==> src/hdl/msd_pkg.sv <==
// Shared types, constants and helpers for the motion settle detector.
// No dependencies; every other file of the block imports this package.
package msd_pkg;

  localparam int TIME_W = 32;
  localparam int SPD_W  = 16;
  localparam int STEP_W = 16;
  localparam int CNT_W  = 10;
  localparam int CMD_W  = 3;
  localparam int STAT_W = 2;

  // APB-style register port
  localparam int DATA_W = 32;
  localparam int ADDR_W = 5;
  localparam int IDX_W  = 3;

  // Body counts stop at the smaller of the body limit and the count field range
  localparam int MAX_BODIES = 1023;
  localparam int CNT_MAX    = (1 << CNT_W) - 1;
  localparam int CAP_INT    = (MAX_BODIES < CNT_MAX) ? MAX_BODIES : CNT_MAX;
  localparam logic [CNT_W-1:0] COUNT_CAP = CNT_W'(CAP_INT);

  // Command queue between front and back; depth must be a power of two
  localparam int QUEUE_DEPTH = 4;
  localparam int QPTR_W      = $clog2(QUEUE_DEPTH);

  // Register reset values and lower clamps
  localparam logic [SPD_W-1:0]  LIN_LIMIT_RST = SPD_W'(5);
  localparam logic [SPD_W-1:0]  ANG_LIMIT_RST = SPD_W'(5);
  localparam logic [TIME_W-1:0] HOLD_RST      = TIME_W'(500);
  localparam logic [TIME_W-1:0] POST_RST      = TIME_W'(250);
  localparam logic [TIME_W-1:0] MAX_WAIT_RST  = TIME_W'(10000);
  localparam logic [STEP_W-1:0] INTERVAL_RST  = STEP_W'(100);
  localparam logic [TIME_W-1:0] MAX_WAIT_MIN  = TIME_W'(100);
  localparam logic [STEP_W-1:0] INTERVAL_MIN  = STEP_W'(10);

  typedef enum logic [IDX_W-1:0] {
    REG_LIN_LIMIT = 3'd0,
    REG_ANG_LIMIT = 3'd1,
    REG_HOLD      = 3'd2,
    REG_POST      = 3'd3,
    REG_MAX_WAIT  = 3'd4,
    REG_INTERVAL  = 3'd5
  } reg_idx_t;

  typedef enum logic [CMD_W-1:0] {
    CMD_RESET = 3'd0,
    CMD_BEGIN = 3'd1,
    CMD_MARK  = 3'd2,
    CMD_BODY  = 3'd3,
    CMD_TICK  = 3'd4
  } cmd_t;

  typedef enum logic [2:0] {
    OP_RESET,
    OP_BEGIN,
    OP_MARK,
    OP_BODY,
    OP_TICK
  } op_kind_t;

  typedef enum logic [STAT_W-1:0] {
    ST_MONITOR = 2'd0,
    ST_SETTLED = 2'd1,
    ST_TIMEOUT = 2'd2
  } status_t;

  typedef struct packed {
    logic [CMD_W-1:0]  cmd;
    logic [TIME_W-1:0] time_now;
    logic [STEP_W-1:0] step_ms;
    logic [SPD_W-1:0]  linear_speed;
    logic [SPD_W-1:0]  angular_speed;
    logic              body_live;
    logic              body_awake;
  } msd_in_t;

  typedef struct packed {
    logic [STAT_W-1:0] status;
    logic [CNT_W-1:0]  active_count;
    logic [CNT_W-1:0]  moving_count;
    logic [CNT_W-1:0]  awake_count;
    logic [SPD_W-1:0]  max_linear;
    logic [SPD_W-1:0]  max_angular;
    logic [TIME_W-1:0] stable_ms;
    logic [TIME_W-1:0] since_activity_ms;
    logic [TIME_W-1:0] elapsed_ms;
  } msd_out_t;

  typedef struct packed {
    logic [SPD_W-1:0]  lin_limit;
    logic [SPD_W-1:0]  ang_limit;
    logic [TIME_W-1:0] hold_ms;
    logic [TIME_W-1:0] post_ms;
    logic [TIME_W-1:0] max_wait_ms;
    logic [STEP_W-1:0] interval_ms;
  } msd_cfg_t;

  // Classified command as it travels through the queue
  typedef struct packed {
    op_kind_t          kind;
    logic [TIME_W-1:0] time_now;
    logic [STEP_W-1:0] step_ms;
    logic [SPD_W-1:0]  lin;
    logic [SPD_W-1:0]  ang;
    logic              awake;
    logic              moving;
  } msd_op_t;

  function automatic logic [TIME_W-1:0] sat_add(input logic [TIME_W-1:0] a,
                                                input logic [TIME_W-1:0] b);
    logic [TIME_W:0] sum;
    sum = {1'b0, a} + {1'b0, b};
    return sum[TIME_W] ? {TIME_W{1'b1}} : sum[TIME_W-1:0];
  endfunction

  function automatic logic [TIME_W-1:0] diff_clamp(input logic [TIME_W-1:0] now,
                                                   input logic [TIME_W-1:0] then_t);
    return (now >= then_t) ? (now - then_t) : '0;
  endfunction

endpackage

==> src/hdl/msd_regs.sv <==
// Configuration registers behind the APB-style port, with write-time clamps.
// Depends on msd_pkg.
module msd_regs (
  input  logic                         clk,
  input  logic                         rst,
  input  logic                         psel,
  input  logic                         penable,
  input  logic                         pwrite,
  input  logic [msd_pkg::ADDR_W-1:0]   paddr,
  input  logic [msd_pkg::DATA_W-1:0]   pwdata,
  output logic [msd_pkg::DATA_W-1:0]   prdata,
  output logic                         pready,
  output msd_pkg::msd_cfg_t            cfg
);
  import msd_pkg::*;

  logic [IDX_W-1:0]  idx;
  logic              wr_en;
  logic [STEP_W-1:0] wdata16;

  assign pready  = 1'b1;
  assign idx     = paddr[ADDR_W-1:2];
  assign wr_en   = psel && penable && pwrite && pready;
  assign wdata16 = pwdata[STEP_W-1:0];

  always_ff @(posedge clk) begin
    if (rst) begin
      cfg.lin_limit   <= LIN_LIMIT_RST;
      cfg.ang_limit   <= ANG_LIMIT_RST;
      cfg.hold_ms     <= HOLD_RST;
      cfg.post_ms     <= POST_RST;
      cfg.max_wait_ms <= MAX_WAIT_RST;
      cfg.interval_ms <= INTERVAL_RST;
    end else if (wr_en) begin
      case (idx)
        REG_LIN_LIMIT: cfg.lin_limit <= pwdata[SPD_W-1:0];
        REG_ANG_LIMIT: cfg.ang_limit <= pwdata[SPD_W-1:0];
        REG_HOLD:      cfg.hold_ms   <= pwdata;
        REG_POST:      cfg.post_ms   <= pwdata;
        REG_MAX_WAIT:  cfg.max_wait_ms <= (pwdata < MAX_WAIT_MIN) ? MAX_WAIT_MIN : pwdata;
        REG_INTERVAL:  cfg.interval_ms <= (wdata16 < INTERVAL_MIN) ? INTERVAL_MIN : wdata16;
        default: ;
      endcase
    end
  end

  always_comb begin
    case (idx)
      REG_LIN_LIMIT: prdata = DATA_W'(cfg.lin_limit);
      REG_ANG_LIMIT: prdata = DATA_W'(cfg.ang_limit);
      REG_HOLD:      prdata = cfg.hold_ms;
      REG_POST:      prdata = cfg.post_ms;
      REG_MAX_WAIT:  prdata = cfg.max_wait_ms;
      REG_INTERVAL:  prdata = DATA_W'(cfg.interval_ms);
      default:       prdata = '0;
    endcase
  end

endmodule

==> src/hdl/msd_front.sv <==
// Front end: decode input items, drop those with no effect, tag moving bodies.
// Depends on msd_pkg.
module msd_front (
  input  msd_pkg::msd_in_t  item,
  input  logic              item_valid,
  output logic              item_stall,
  input  msd_pkg::msd_cfg_t cfg,
  input  logic              q_full,
  output logic              push,
  output msd_pkg::msd_op_t  op
);
  import msd_pkg::*;

  logic keep;

  assign item_stall = q_full;

  always_comb begin
    keep    = 1'b1;
    op.kind = OP_TICK;
    unique case (item.cmd)
      CMD_RESET: op.kind = OP_RESET;
      CMD_BEGIN: op.kind = OP_BEGIN;
      CMD_MARK:  op.kind = OP_MARK;
      CMD_BODY: begin
        op.kind = OP_BODY;
        keep    = item.body_live;
      end
      CMD_TICK:  op.kind = OP_TICK;
      default:   keep = 1'b0;
    endcase
    op.time_now = item.time_now;
    op.step_ms  = item.step_ms;
    op.lin      = item.linear_speed;
    op.ang      = item.angular_speed;
    op.awake    = item.body_awake;
    op.moving   = (item.linear_speed > cfg.lin_limit) ||
                  (item.angular_speed > cfg.ang_limit);
  end

  assign push = item_valid && !q_full && keep;

endmodule

==> src/hdl/msd_queue.sv <==
// Short command queue between the front end and the execution back end.
// Depends on msd_pkg.
module msd_queue (
  input  logic             clk,
  input  logic             rst,
  input  logic             push,
  input  msd_pkg::msd_op_t push_op,
  input  logic             pop,
  output logic             head_valid,
  output msd_pkg::msd_op_t head_op,
  output logic             full
);
  import msd_pkg::*;

  msd_op_t           slots [QUEUE_DEPTH];
  logic [QPTR_W-1:0] wr_ptr;
  logic [QPTR_W-1:0] rd_ptr;
  logic [QPTR_W:0]   count;

  assign head_valid = (count != '0);
  assign full       = (count == (QPTR_W+1)'(QUEUE_DEPTH));
  assign head_op    = slots[rd_ptr];

  always_ff @(posedge clk) begin
    if (push) begin
      slots[wr_ptr] <= push_op;
    end
  end

  always_ff @(posedge clk) begin
    if (rst) begin
      wr_ptr <= '0;
      rd_ptr <= '0;
      count  <= '0;
    end else begin
      if (push) begin
        wr_ptr <= wr_ptr + 1'b1;
      end
      if (pop) begin
        rd_ptr <= rd_ptr + 1'b1;
      end
      if (push && !pop) begin
        count <= count + 1'b1;
      end else if (pop && !push) begin
        count <= count - 1'b1;
      end
    end
  end

endmodule

==> src/hdl/msd_back.sv <==
// Back end: execute queued commands on the settle state and register results.
// Depends on msd_pkg.
module msd_back (
  input  logic              clk,
  input  logic              rst,
  input  msd_pkg::msd_cfg_t cfg,
  input  logic              head_valid,
  input  msd_pkg::msd_op_t  head_op,
  output logic              pop,
  output logic              result_valid,
  input  logic              result_stall,
  output msd_pkg::msd_out_t result
);
  import msd_pkg::*;

  logic              settling, settling_next;
  logic [TIME_W-1:0] last_act, last_act_next;
  logic [TIME_W-1:0] start_t, start_t_next;
  logic [TIME_W-1:0] acc, acc_next;
  logic [TIME_W-1:0] stable, stable_next;
  logic [CNT_W-1:0]  sum_active, sum_active_next;
  logic [CNT_W-1:0]  sum_moving, sum_moving_next;
  logic [CNT_W-1:0]  sum_awake, sum_awake_next;
  logic [SPD_W-1:0]  sum_lin, sum_lin_next;
  logic [SPD_W-1:0]  sum_ang, sum_ang_next;
  logic [TIME_W-1:0] sum_stable, sum_stable_next;
  logic [TIME_W-1:0] sum_since, sum_since_next;
  logic [TIME_W-1:0] sum_elapsed, sum_elapsed_next;
  logic [CNT_W-1:0]  pend_active, pend_active_next;
  logic [CNT_W-1:0]  pend_moving, pend_moving_next;
  logic [CNT_W-1:0]  pend_awake, pend_awake_next;
  logic [SPD_W-1:0]  pend_lin, pend_lin_next;
  logic [SPD_W-1:0]  pend_ang, pend_ang_next;

  logic              is_tick;
  logic              fire;
  status_t           status;
  logic [TIME_W-1:0] since_c;
  logic [TIME_W-1:0] elapsed_c;
  logic [TIME_W-1:0] acc_sum;
  logic [TIME_W-1:0] stable_sum;
  logic              newer;

  // A tick needs the result register free; other commands never wait
  assign is_tick = (head_op.kind == OP_TICK);
  assign pop     = head_valid && (!is_tick || !result_valid || !result_stall);
  assign fire    = pop && is_tick;

  assign since_c    = diff_clamp(head_op.time_now, last_act);
  assign elapsed_c  = diff_clamp(head_op.time_now, start_t);
  assign acc_sum    = sat_add(acc, TIME_W'(head_op.step_ms));
  assign stable_sum = sat_add(stable, acc_sum);
  assign newer      = (head_op.time_now > last_act);

  always_comb begin
    settling_next    = settling;
    last_act_next    = last_act;
    start_t_next     = start_t;
    acc_next         = acc;
    stable_next      = stable;
    sum_active_next  = sum_active;
    sum_moving_next  = sum_moving;
    sum_awake_next   = sum_awake;
    sum_lin_next     = sum_lin;
    sum_ang_next     = sum_ang;
    sum_stable_next  = sum_stable;
    sum_since_next   = sum_since;
    sum_elapsed_next = sum_elapsed;
    pend_active_next = pend_active;
    pend_moving_next = pend_moving;
    pend_awake_next  = pend_awake;
    pend_lin_next    = pend_lin;
    pend_ang_next    = pend_ang;
    status           = ST_MONITOR;

    if (pop) begin
      unique case (head_op.kind)
        OP_RESET: begin
          sum_active_next  = '0;
          sum_moving_next  = '0;
          sum_awake_next   = '0;
          sum_lin_next     = '0;
          sum_ang_next     = '0;
          sum_stable_next  = '0;
          sum_since_next   = '0;
          sum_elapsed_next = '0;
          pend_active_next = '0;
          pend_moving_next = '0;
          pend_awake_next  = '0;
          pend_lin_next    = '0;
          pend_ang_next    = '0;
          last_act_next    = head_op.time_now;
          start_t_next     = head_op.time_now;
          acc_next         = '0;
          stable_next      = '0;
          settling_next    = 1'b0;
        end
        OP_BEGIN: begin
          start_t_next  = head_op.time_now;
          acc_next      = TIME_W'(cfg.interval_ms);
          stable_next   = '0;
          settling_next = 1'b1;
          if (newer) begin
            last_act_next   = head_op.time_now;
            sum_stable_next = '0;
          end
        end
        OP_MARK: begin
          if (newer) begin
            last_act_next   = head_op.time_now;
            stable_next     = '0;
            sum_stable_next = '0;
          end
        end
        OP_BODY: begin
          if (pend_active < COUNT_CAP) begin
            pend_active_next = pend_active + 1'b1;
          end
          if (head_op.awake && (pend_awake < COUNT_CAP)) begin
            pend_awake_next = pend_awake + 1'b1;
          end
          if (head_op.moving && (pend_moving < COUNT_CAP)) begin
            pend_moving_next = pend_moving + 1'b1;
          end
          if (head_op.lin > pend_lin) begin
            pend_lin_next = head_op.lin;
          end
          if (head_op.ang > pend_ang) begin
            pend_ang_next = head_op.ang;
          end
        end
        OP_TICK: begin
          // Every tick starts a fresh pending sample
          pend_active_next = '0;
          pend_moving_next = '0;
          pend_awake_next  = '0;
          pend_lin_next    = '0;
          pend_ang_next    = '0;
          if (settling) begin
            sum_since_next   = since_c;
            sum_elapsed_next = elapsed_c;
            priority if (elapsed_c >= cfg.max_wait_ms) begin
              status = ST_TIMEOUT;
            end else if (acc_sum < TIME_W'(cfg.interval_ms)) begin
              acc_next = acc_sum;
            end else begin
              acc_next        = '0;
              sum_active_next = pend_active;
              sum_moving_next = pend_moving;
              sum_awake_next  = pend_awake;
              sum_lin_next    = pend_lin;
              sum_ang_next    = pend_ang;
              stable_next     = (pend_moving == '0) ? stable_sum : '0;
              sum_stable_next = stable_next;
              if ((stable_next >= cfg.hold_ms) && (since_c >= cfg.post_ms)) begin
                status = ST_SETTLED;
              end
            end
          end
        end
        default: ;
      endcase
    end
  end

  always_ff @(posedge clk) begin
    if (rst) begin
      settling    <= 1'b0;
      last_act    <= '0;
      start_t     <= '0;
      acc         <= '0;
      stable      <= '0;
      sum_active  <= '0;
      sum_moving  <= '0;
      sum_awake   <= '0;
      sum_lin     <= '0;
      sum_ang     <= '0;
      sum_stable  <= '0;
      sum_since   <= '0;
      sum_elapsed <= '0;
      pend_active <= '0;
      pend_moving <= '0;
      pend_awake  <= '0;
      pend_lin    <= '0;
      pend_ang    <= '0;
    end else begin
      settling    <= settling_next;
      last_act    <= last_act_next;
      start_t     <= start_t_next;
      acc         <= acc_next;
      stable      <= stable_next;
      sum_active  <= sum_active_next;
      sum_moving  <= sum_moving_next;
      sum_awake   <= sum_awake_next;
      sum_lin     <= sum_lin_next;
      sum_ang     <= sum_ang_next;
      sum_stable  <= sum_stable_next;
      sum_since   <= sum_since_next;
      sum_elapsed <= sum_elapsed_next;
      pend_active <= pend_active_next;
      pend_moving <= pend_moving_next;
      pend_awake  <= pend_awake_next;
      pend_lin    <= pend_lin_next;
      pend_ang    <= pend_ang_next;
    end
  end

  // Result register: load on a tick, drop once the receiver takes it
  always_ff @(posedge clk) begin
    if (rst) begin
      result_valid <= 1'b0;
    end else if (fire) begin
      result_valid <= 1'b1;
    end else if (!result_stall) begin
      result_valid <= 1'b0;
    end
  end

  always_ff @(posedge clk) begin
    if (fire) begin
      result.status            <= status;
      result.active_count      <= sum_active_next;
      result.moving_count      <= sum_moving_next;
      result.awake_count       <= sum_awake_next;
      result.max_linear        <= sum_lin_next;
      result.max_angular       <= sum_ang_next;
      result.stable_ms         <= sum_stable_next;
      result.since_activity_ms <= sum_since_next;
      result.elapsed_ms        <= sum_elapsed_next;
    end
  end

endmodule

==> src/hdl/motion_settle_detector.sv <==
// Motion settle detector top level: register port, front end, queue, back end.
// Depends on msd_pkg, msd_regs, msd_front, msd_queue and msd_back.
//
// Usage:
//   Items arrive on item / item_valid / item_stall. Each item is a reset,
//   begin, activity mark, body sample or tick command. Body samples fold
//   into a pending sample; every tick yields one request on result /
//   result_valid / result_stall with the status and the sample summary.
//   Other commands produce nothing on the result channel.
//   Throughput: one item per cycle, bodies and ticks alike, unless a tick
//   waits on a stalled receiver. A tick passes through the command queue to
//   the result register; the four-entry command queue sets the slack. The
//   front end only decodes and tags bodies as moving; the back end executes
//   one queued command per cycle on the settle state. When the receiver
//   stalls, the result register holds its request; body and control commands
//   keep draining, and a tick waits at the queue head until the register
//   frees. item_stall rises only when the queue is full. Reset (rst,
//   synchronous) empties the queue, clears the settle state and the result
//   valid, and loads register defaults. The user must write registers through
//   the APB-style port only while no command is in flight; unchecked.
module motion_settle_detector (
  input  logic                        clk,
  input  logic                        rst,
  input  msd_pkg::msd_in_t            item,
  input  logic                        item_valid,
  output logic                        item_stall,
  output msd_pkg::msd_out_t           result,
  output logic                        result_valid,
  input  logic                        result_stall,
  input  logic                        psel,
  input  logic                        penable,
  input  logic                        pwrite,
  input  logic [msd_pkg::ADDR_W-1:0]  paddr,
  input  logic [msd_pkg::DATA_W-1:0]  pwdata,
  output logic [msd_pkg::DATA_W-1:0]  prdata,
  output logic                        pready
);
  import msd_pkg::*;

  msd_cfg_t cfg;
  msd_op_t  push_op;
  msd_op_t  head_op;
  logic     push;
  logic     pop;
  logic     head_valid;
  logic     q_full;

  // Registers: limits, hold times, timeout and sample interval
  msd_regs u_regs (
    .clk     (clk),
    .rst     (rst),
    .psel    (psel),
    .penable (penable),
    .pwrite  (pwrite),
    .paddr   (paddr),
    .pwdata  (pwdata),
    .prdata  (prdata),
    .pready  (pready),
    .cfg     (cfg)
  );

  // Decode and drop unknown commands and bodies that are not live
  msd_front u_front (
    .item       (item),
    .item_valid (item_valid),
    .item_stall (item_stall),
    .cfg        (cfg),
    .q_full     (q_full),
    .push       (push),
    .op         (push_op)
  );

  // Decouple acceptance from execution so each side stalls on its own
  msd_queue u_queue (
    .clk        (clk),
    .rst        (rst),
    .push       (push),
    .push_op    (push_op),
    .pop        (pop),
    .head_valid (head_valid),
    .head_op    (head_op),
    .full       (q_full)
  );

  // Execute commands in order and hold results for the receiver
  msd_back u_back (
    .clk          (clk),
    .rst          (rst),
    .cfg          (cfg),
    .head_valid   (head_valid),
    .head_op      (head_op),
    .pop          (pop),
    .result_valid (result_valid),
    .result_stall (result_stall),
    .result       (result)
  );

endmodule

==> config.mk <==
export PLATFORM = sky130hd
export DESIGN_NAME = motion_settle_detector
export DESIGN_NICKNAME = d
export VERILOG_FILES = /design/src/hdl/msd_pkg.sv /design/src/hdl/msd_regs.sv /design/src/hdl/msd_front.sv /design/src/hdl/msd_queue.sv /design/src/hdl/msd_back.sv /design/src/hdl/motion_settle_detector.sv
export SDC_FILE = /design/constraint.sdc
export NUM_CORES = 2
export LEC_CHECK = 0
export BUFFER_PORTS_ARGS = -buffer_cell sky130_fd_sc_hd__buf_2
export CORE_ASPECT_RATIO = 1.2
export CORE_MARGIN = 1
export CORE_UTILIZATION = 45
export CTS_CLUSTER_DIAMETER = 120
export DETAILED_ROUTE_END_ITERATION = 10
export GPL_ROUTABILITY_DRIVEN = 0
export GPL_TIMING_DRIVEN = 0
export REMOVE_ABC_BUFFERS = 1
export SKIP_CTS_REPAIR_TIMING = 1
export SLEW_MARGIN = 40
export SYNTH_ARGS = -nofsm -noshare
export SYNTH_HDL_FRONTEND = slang
export SYNTH_SLANG_ARGS = --single-unit
==> constraint.sdc <==
create_clock -name clk -period 26 [get_ports clk]
set_input_delay 3.9 -clock clk [delete_from_list [all_inputs] [get_ports clk]]
set_output_delay 3.9 -clock clk [all_outputs]
set_load 0.05 [all_outputs]
# Word-level counts from Yosys, hierarchy flattened
# Memories as Yosys holds them, arrays and structs flattened. A register that Yosys moved wholly into a read port is not among the register bits.
# Index checks and enable logic that the tools add are counted.
[op_classes] add_sub_neg=11 order_cmp=16 eq_ne=25 n_mux=80 n_bitwise=3 reduce_logical=53
[ops] operator="$mux 32" count=23
[ops] operator="$pmux 32 s3" count=3
[ops] operator="$pmux 32 s2" count=3
[ops] operator="$pmux 32 s6" count=1
[ops] operator="$mux 16" count=11
[ops] operator="$ge 32x32->1" count=5
[ops] operator="$mux 10" count=15
[ops] operator="$pmux 16 s2" count=4
[ops] operator="$pmux 10 s2" count=6
[ops] operator="$gt 16x16->1" count=4
[ops] operator="$sub 32x32->32" count=2
[ops] operator="$add 32x16->33" count=1
[ops] operator="$add 32x32->33" count=1
[ops] operator="$gt 32x32->1" count=1
[ops] operator="$lt 32x16->1" count=1
[ops] operator="$lt 32x7->1 const B" count=1
[ops] operator="$add 10x1->10 const B" count=3
[ops] operator="$lt 10x10->1 const B" count=3
[ops] operator="$reduce_and 3->1" count=7
[ops] operator="$eq 3x2->1 const B" count=6
[ops] operator="$ne 2x1->1 const B" count=9
[ops] operator="$lt 16x4->1 const B" count=1
[ops] operator="$reduce_and 2->1" count=8
[ops] operator="$eq 3x3->1 const B" count=5
[ops] operator="other kinds (23)" count=64
[word_totals] reg_bits=661 ramBits=340 output_inout_bits=195 word_cells=227 n_memories=1
[mem_list] memory="u_queue.slots" depth=4 width=85 read_ports=1 rd_ports_with_merged_regs=1 wr=1 line="msd_queue.sv:15" source="msd_op_t slots [QUEUE_DEPTH];"

# Logic depth before layout (Yosys ltp)
[depth] depth_word=10 ltp_mapped=39 mapped_depth_nobuf=34

# Hierarchy
# Synthesis repeated with hierarchy kept, for this count alone.
[hier_totals] cells_unflattened=4707 area_unflattened_um2=49155.9
[modules_own_cells] mod="msd_back" n_inst=1 cells_each=3187 area_each_um2=28651.2
[modules_own_cells] mod="msd_queue" n_inst=1 cells_each=488 area_each_um2=12749.7
[modules_own_cells] mod="msd_regs" n_inst=1 cells_each=832 area_each_um2=6286.0
[modules_own_cells] mod="msd_front" n_inst=1 cells_each=200 area_each_um2=1468.9

# Worst setup path before layout
# Ideal clock, no wire load.
[synth_path] kind="input port to output port" start="in paddr[2] (netlist bit)" end="out prdata[21] (netlist bit)" arrival_time_ns=5.996 required_ns=22.100 slack_ns=16.104 path_stages=4 path_buffers=2 path_cell_list="clkbuf_1 -> buf_1 -> mux2i_1 -> o21ai_0"
[synth_between] elab_chain_len=2 elab_cells_between_ends=7 classes_between="5 x eq/ne; 1 x mux; 1 x reduce/logical"
[synth_lines] item="from (decl)" line="motion_settle_detector.sv:33" source="input logic [msd_pkg::ADDR_W-1:0] paddr,"
[synth_lines] item="$eq 3x3->1, or another cell as far along" line="msd_regs.sv:48" source="case (idx)"
[synth_lines] item="$pmux 32 s6 (*)" line="msd_regs.sv:48"
[synth_lines] item="to (decl)" line="motion_settle_detector.sv:35" source="output logic [msd_pkg::DATA_W-1:0] prdata,"
# Every way passes the cells marked *; elsewhere a longest branch is shown, timed or not.

# Worst setup path in the final report
[layout_path] start="in paddr[2] (netlist bit)" end="out prdata[10] (netlist bit)"
# Same word-level chain as after synthesis.

==> run_summary.xml <==
<?xml version="1.0" encoding="UTF-8"?>
<metrics>
  <group name="yosys">
    <metric name="syn-cell-area" unit="um2">48100</metric>
    <metric name="flip_flop_and_latch_count_after_synthesis" unit="">1003</metric>
    <metric name="netlist.area_leader.share" unit="%">31.2</metric>
    <metric name="synth-edff-count" unit="">500</metric>
    <metric name="synth-seq-area-share" unit="%">52.2</metric>
    <metric name="ys_types" unit="">82</metric>
    <metric name="asyncSetResetFlopFracSynth" unit="%">0</metric>
    <metric name="syn_inst" unit="">4533</metric>
    <metric name="synth_ff_type" unit="">sky130_fd_sc_hd__dfxtp_1</metric>
    <metric name="synth.top_cells.by_area" unit="">sky130_fd_sc_hd__edfxtp_1 31%, sky130_fd_sc_hd__dfxtp_1 21%, sky130_fd_sc_hd__ha_1 7.7%</metric>
    <metric name="synth.yosys.warnings" unit="">0</metric>
    <metric name="synth_top_area_cell" unit="">sky130_fd_sc_hd__edfxtp_1</metric>
    <metric name="syn_area_per_cell" unit="um2">10.6</metric>
  </group>
  <group name="floorplanning">
    <metric name="die_w" unit="um">300</metric>
    <metric name="std_cell_rows" unit="">130</metric>
    <metric name="floorplan.initialDensity" unit="%">45.7</metric>
    <metric name="die_footprint" unit="um2">108000</metric>
    <metric name="die_height" unit="um">360</metric>
    <metric name="core" unit="um2">105000</metric>
    <metric name="design.portCount" unit="">324</metric>
  </group>
  <group name="sta">
    <metric name="timing.final.crit_period" unit="ns">10.19</metric>
    <metric name="final.setup.tns" unit="ns">0</metric>
    <metric name="timing.max_slew.rel_slack" unit="%">39.8</metric>
    <metric name="post-route-worst-setup-slack" unit="ns">15.81</metric>
    <metric name="timing.final.max_slew_violations" unit="">0</metric>
    <metric name="report.final.setup_viol" unit="">0</metric>
    <metric name="layout_worst_path_cycle_share" unit="%">39.2</metric>
    <metric name="clock_skew" unit="ns">0.0478</metric>
    <metric name="finalHoldViolCount" unit="">0</metric>
    <metric name="grt_setup_unrepaired" unit="">no</metric>
    <metric name="tightestPinTransition" unit="ns">0.904</metric>
    <metric name="achievable-frequency" unit="MHz">98.1</metric>
  </group>
  <group name="pwr">
    <metric name="cellPowerDensity" unit="nW/um2">110</metric>
    <metric name="ir_worst_vdd" unit="V">0.0000653</metric>
    <metric name="cellLeakagePower" unit="uW">0.0211</metric>
  </group>
  <group name="worst_hold_path">
    <metric name="min_delay_startpoint" unit="">u_back.sum_stable[21]</metric>
    <metric name="hold_path_class" unit="">register to register</metric>
  </group>
  <group name="drt">
    <metric name="drt-total-wl" unit="um">136000</metric>
    <metric name="drc" unit="">0</metric>
    <metric name="drt_pre_antenna_iters" unit="">6</metric>
    <metric name="avgViaCountPerCell" unit="">5.59</metric>
    <metric name="first_iter_violations" unit="">2383</metric>
    <metric name="final_antenna_net_count" unit="">0</metric>
    <metric name="num_vias" unit="">35300</metric>
    <metric name="avgRoutedWirePerCell" unit="um">21.5</metric>
  </group>
  <group name="final_layout">
    <metric name="layout.cells.most_common_list" unit="">559 x sky130_fd_sc_hd__nand2_1, 501 x sky130_fd_sc_hd__dfxtp_1, 500 x sky130_fd_sc_hd__edfxtp_1</metric>
    <metric name="final_common_cell" unit="">sky130_fd_sc_hd__nand2_1</metric>
    <metric name="finalNetCount" unit="">5252</metric>
    <metric name="post_route_cells_drive_above_1_share" unit="%">14.8</metric>
    <metric name="fillerInstances" unit="">9371</metric>
    <metric name="final_core_util" unit="%">52.7</metric>
    <metric name="final_cell_area" unit="um2">55500</metric>
    <metric name="syn_to_final_growth" unit="%">15.5</metric>
  </group>
  <group name="worst_setup_path">
    <metric name="worst-path-max-fanout" unit="">20</metric>
    <metric name="cell_chain_critical_path" unit="">buf_2 -&gt; inv_1 -&gt; nor3_2 -&gt; buf_2 -&gt; buf_2 -&gt; a22oi_1 -&gt; nand3_1 -&gt; buf_2</metric>
    <metric name="critical-path-max-stage-delay" unit="ns">0.54</metric>
    <metric name="setup.worst_path.start_class" unit="">primary input</metric>
    <metric name="timing.critical_path.from" unit="">paddr[2]</metric>
    <metric name="worst-endpoint-arrival" unit="ns">6.29</metric>
    <metric name="timing.critical_path.to_type" unit="">output pin</metric>
    <metric name="crit_buf_inv" unit="">5</metric>
    <metric name="crit_path_frequent_cell" unit="">sky130_fd_sc_hd__buf_2</metric>
    <metric name="path_delay_family" unit="">buffers and inverters</metric>
    <metric name="timing_worst_setup_path_type" unit="">primary input to output pin</metric>
    <metric name="crit_required" unit="ns">22.10</metric>
    <metric name="timing.critical_path.slowest_stage_cell" unit="">sky130_fd_sc_hd__buf_2</metric>
  </group>
  <group name="cts">
    <metric name="path_clk_slew" unit="ns">0.06</metric>
    <metric name="sinks_on_the_clock_net" unit="">1003</metric>
    <metric name="cts_tree" unit="">yes</metric>
    <metric name="root_buffer" unit="">sky130_fd_sc_hd__clkbuf_16</metric>
    <metric name="cts.path.max_buffers" unit="">3</metric>
    <metric name="worst_skew_pair.late_latency" unit="ns">0.74</metric>
    <metric name="tritoncts.num_buffers" unit="">102</metric>
    <metric name="cts_max_level" unit="">3</metric>
  </group>
  <group name="global_route">
    <metric name="grt_start_max_net_pins" unit="">84</metric>
    <metric name="first_global_vias" unit="">34300</metric>
    <metric name="grt_pass1_wl" unit="um">205000</metric>
    <metric name="grtUsageTotal" unit="%">24.9</metric>
    <metric name="antenna_violations_before_repair" unit="">31</metric>
    <metric name="globalRoute.totalOverflow" unit="">0</metric>
  </group>
  <group name="placed_design">
    <metric name="placement.setup.worst_slack" unit="ns">15.87</metric>
    <metric name="detail_placement_hpwl" unit="um">101000</metric>
    <metric name="placedInstanceArea" unit="um2">51900</metric>
    <metric name="buffer_ports.inserted" unit="">320</metric>
  </group>
  <group name="outcome">
    <metric name="status" unit="">complete, no violations</metric>
  </group>
  <group name="run">
    <metric name="drv.max_cap_violation_count" unit="">0</metric>
  </group>
</metrics>
-- final cells by class --
class                      instances  area [um2]  share of cell area (%)
clock buffer                     135        2860                    5.15
multi-input combinational       3026       21200                    38.3
antenna                           17        42.5                  0.0767
clock inverter                    58         678                    1.22
inverter                         299        1140                    2.05
tap                             1386        1730                    3.12
sequential                      1003       25100                    45.2
timing repair buffer             390        2710                    4.88
-- kinds of logic after synthesis --
group / share of synthesized area, %
muxes: 5.09
AOI/OAI and AO/OA: 15.6
xor gates and xnor gates: 2.17
and+or+nand+nor: 12.8
DFF: 52.2
adders and majority gates: 7.91
other: 0.00780
buffers and inverters: 4.16
-- worst register-to-register path, delay by kind of cell (launching register included) --
kind                       cells  cell delay (ns)
muxes                          1             0.62
and+or+nand+nor                8             2.33
DFF                            1             0.47
buffers and inverters          7             1.43
AOI/OAI and AO/OA             12             4.00
adders and majority gates      3             0.84
-- registers in the layout, indices dropped and copies added (netlist names), 16 cells and up, named ones only --
register and flops:
u_back.pend_lin 16, u_back.sum_elapsed 32, u_back.last_act 32, u_back.acc 32, u_back.stable 32, u_regs.cfg 144, u_back.sum_stable 32, u_back.sum_lin 16
u_back.pend_ang 16, u_queue.slots 340, u_back.result 160, u_back.sum_since 32, u_back.sum_ang 16, u_back.start_t 32
-- through the flow --
step | hold slack (ns) | power [uW] | std cells
detailed placement | 0.439 | 4580 | 6104
floorplan | 0.426 | 3750 | 4328
finish | 0.453 | 6090 | 6314
global route | 0.464 | 6460 | 6307
global placement | 0.432 | 4490 | 6034
CTS | 0.453 | 6120 | 6297
-- synth_stat cells, types with 120 or more instances --
cell / number
sky130_fd_sc_hd__a21o_1: 131
sky130_fd_sc_hd__a21oi_1: 371
sky130_fd_sc_hd__a22o_1: 143
sky130_fd_sc_hd__and2_1: 120
sky130_fd_sc_hd__clkbuf_1: 148
sky130_fd_sc_hd__dfxtp_1: 503
sky130_fd_sc_hd__edfxtp_1: 500
sky130_fd_sc_hd__ha_1: 296
sky130_fd_sc_hd__inv_1: 298
sky130_fd_sc_hd__nand2_1: 563
sky130_fd_sc_hd__nor2_1: 234
sky130_fd_sc_hd__o21ai_0: 219
-- per-layer routing --
layer | GRT usage, % | routed length [um] | up-vias
met1 | 31.2 | 55900 | 17000
li1 | - | - | 17000
met2 | 42.3 | 66300 | 996
met5 | 0 | 167 | -
met3 | 4.03 | 8310 | 234
met4 | 10.1 | 4880 | 26
-- power breakdown --
part / switching, uW / internal, uW
combinational: 1680 / 1010
sequential: 64.6 / 1800
clock: 654 / 882
total: 2400 / 3700
-- path summary, 6_finish.rpt --
check	end	slack, ns	cells past startpoint
max	prdata[10]	15.81	8
min	u_back.sum_stable[21]	0.45	1
max reg2reg	u_back.result[74]	16.02	31
min reg2reg	u_back.sum_stable[21]	0.45	1
No activity file was read; power rests on OpenSTA's default activity.
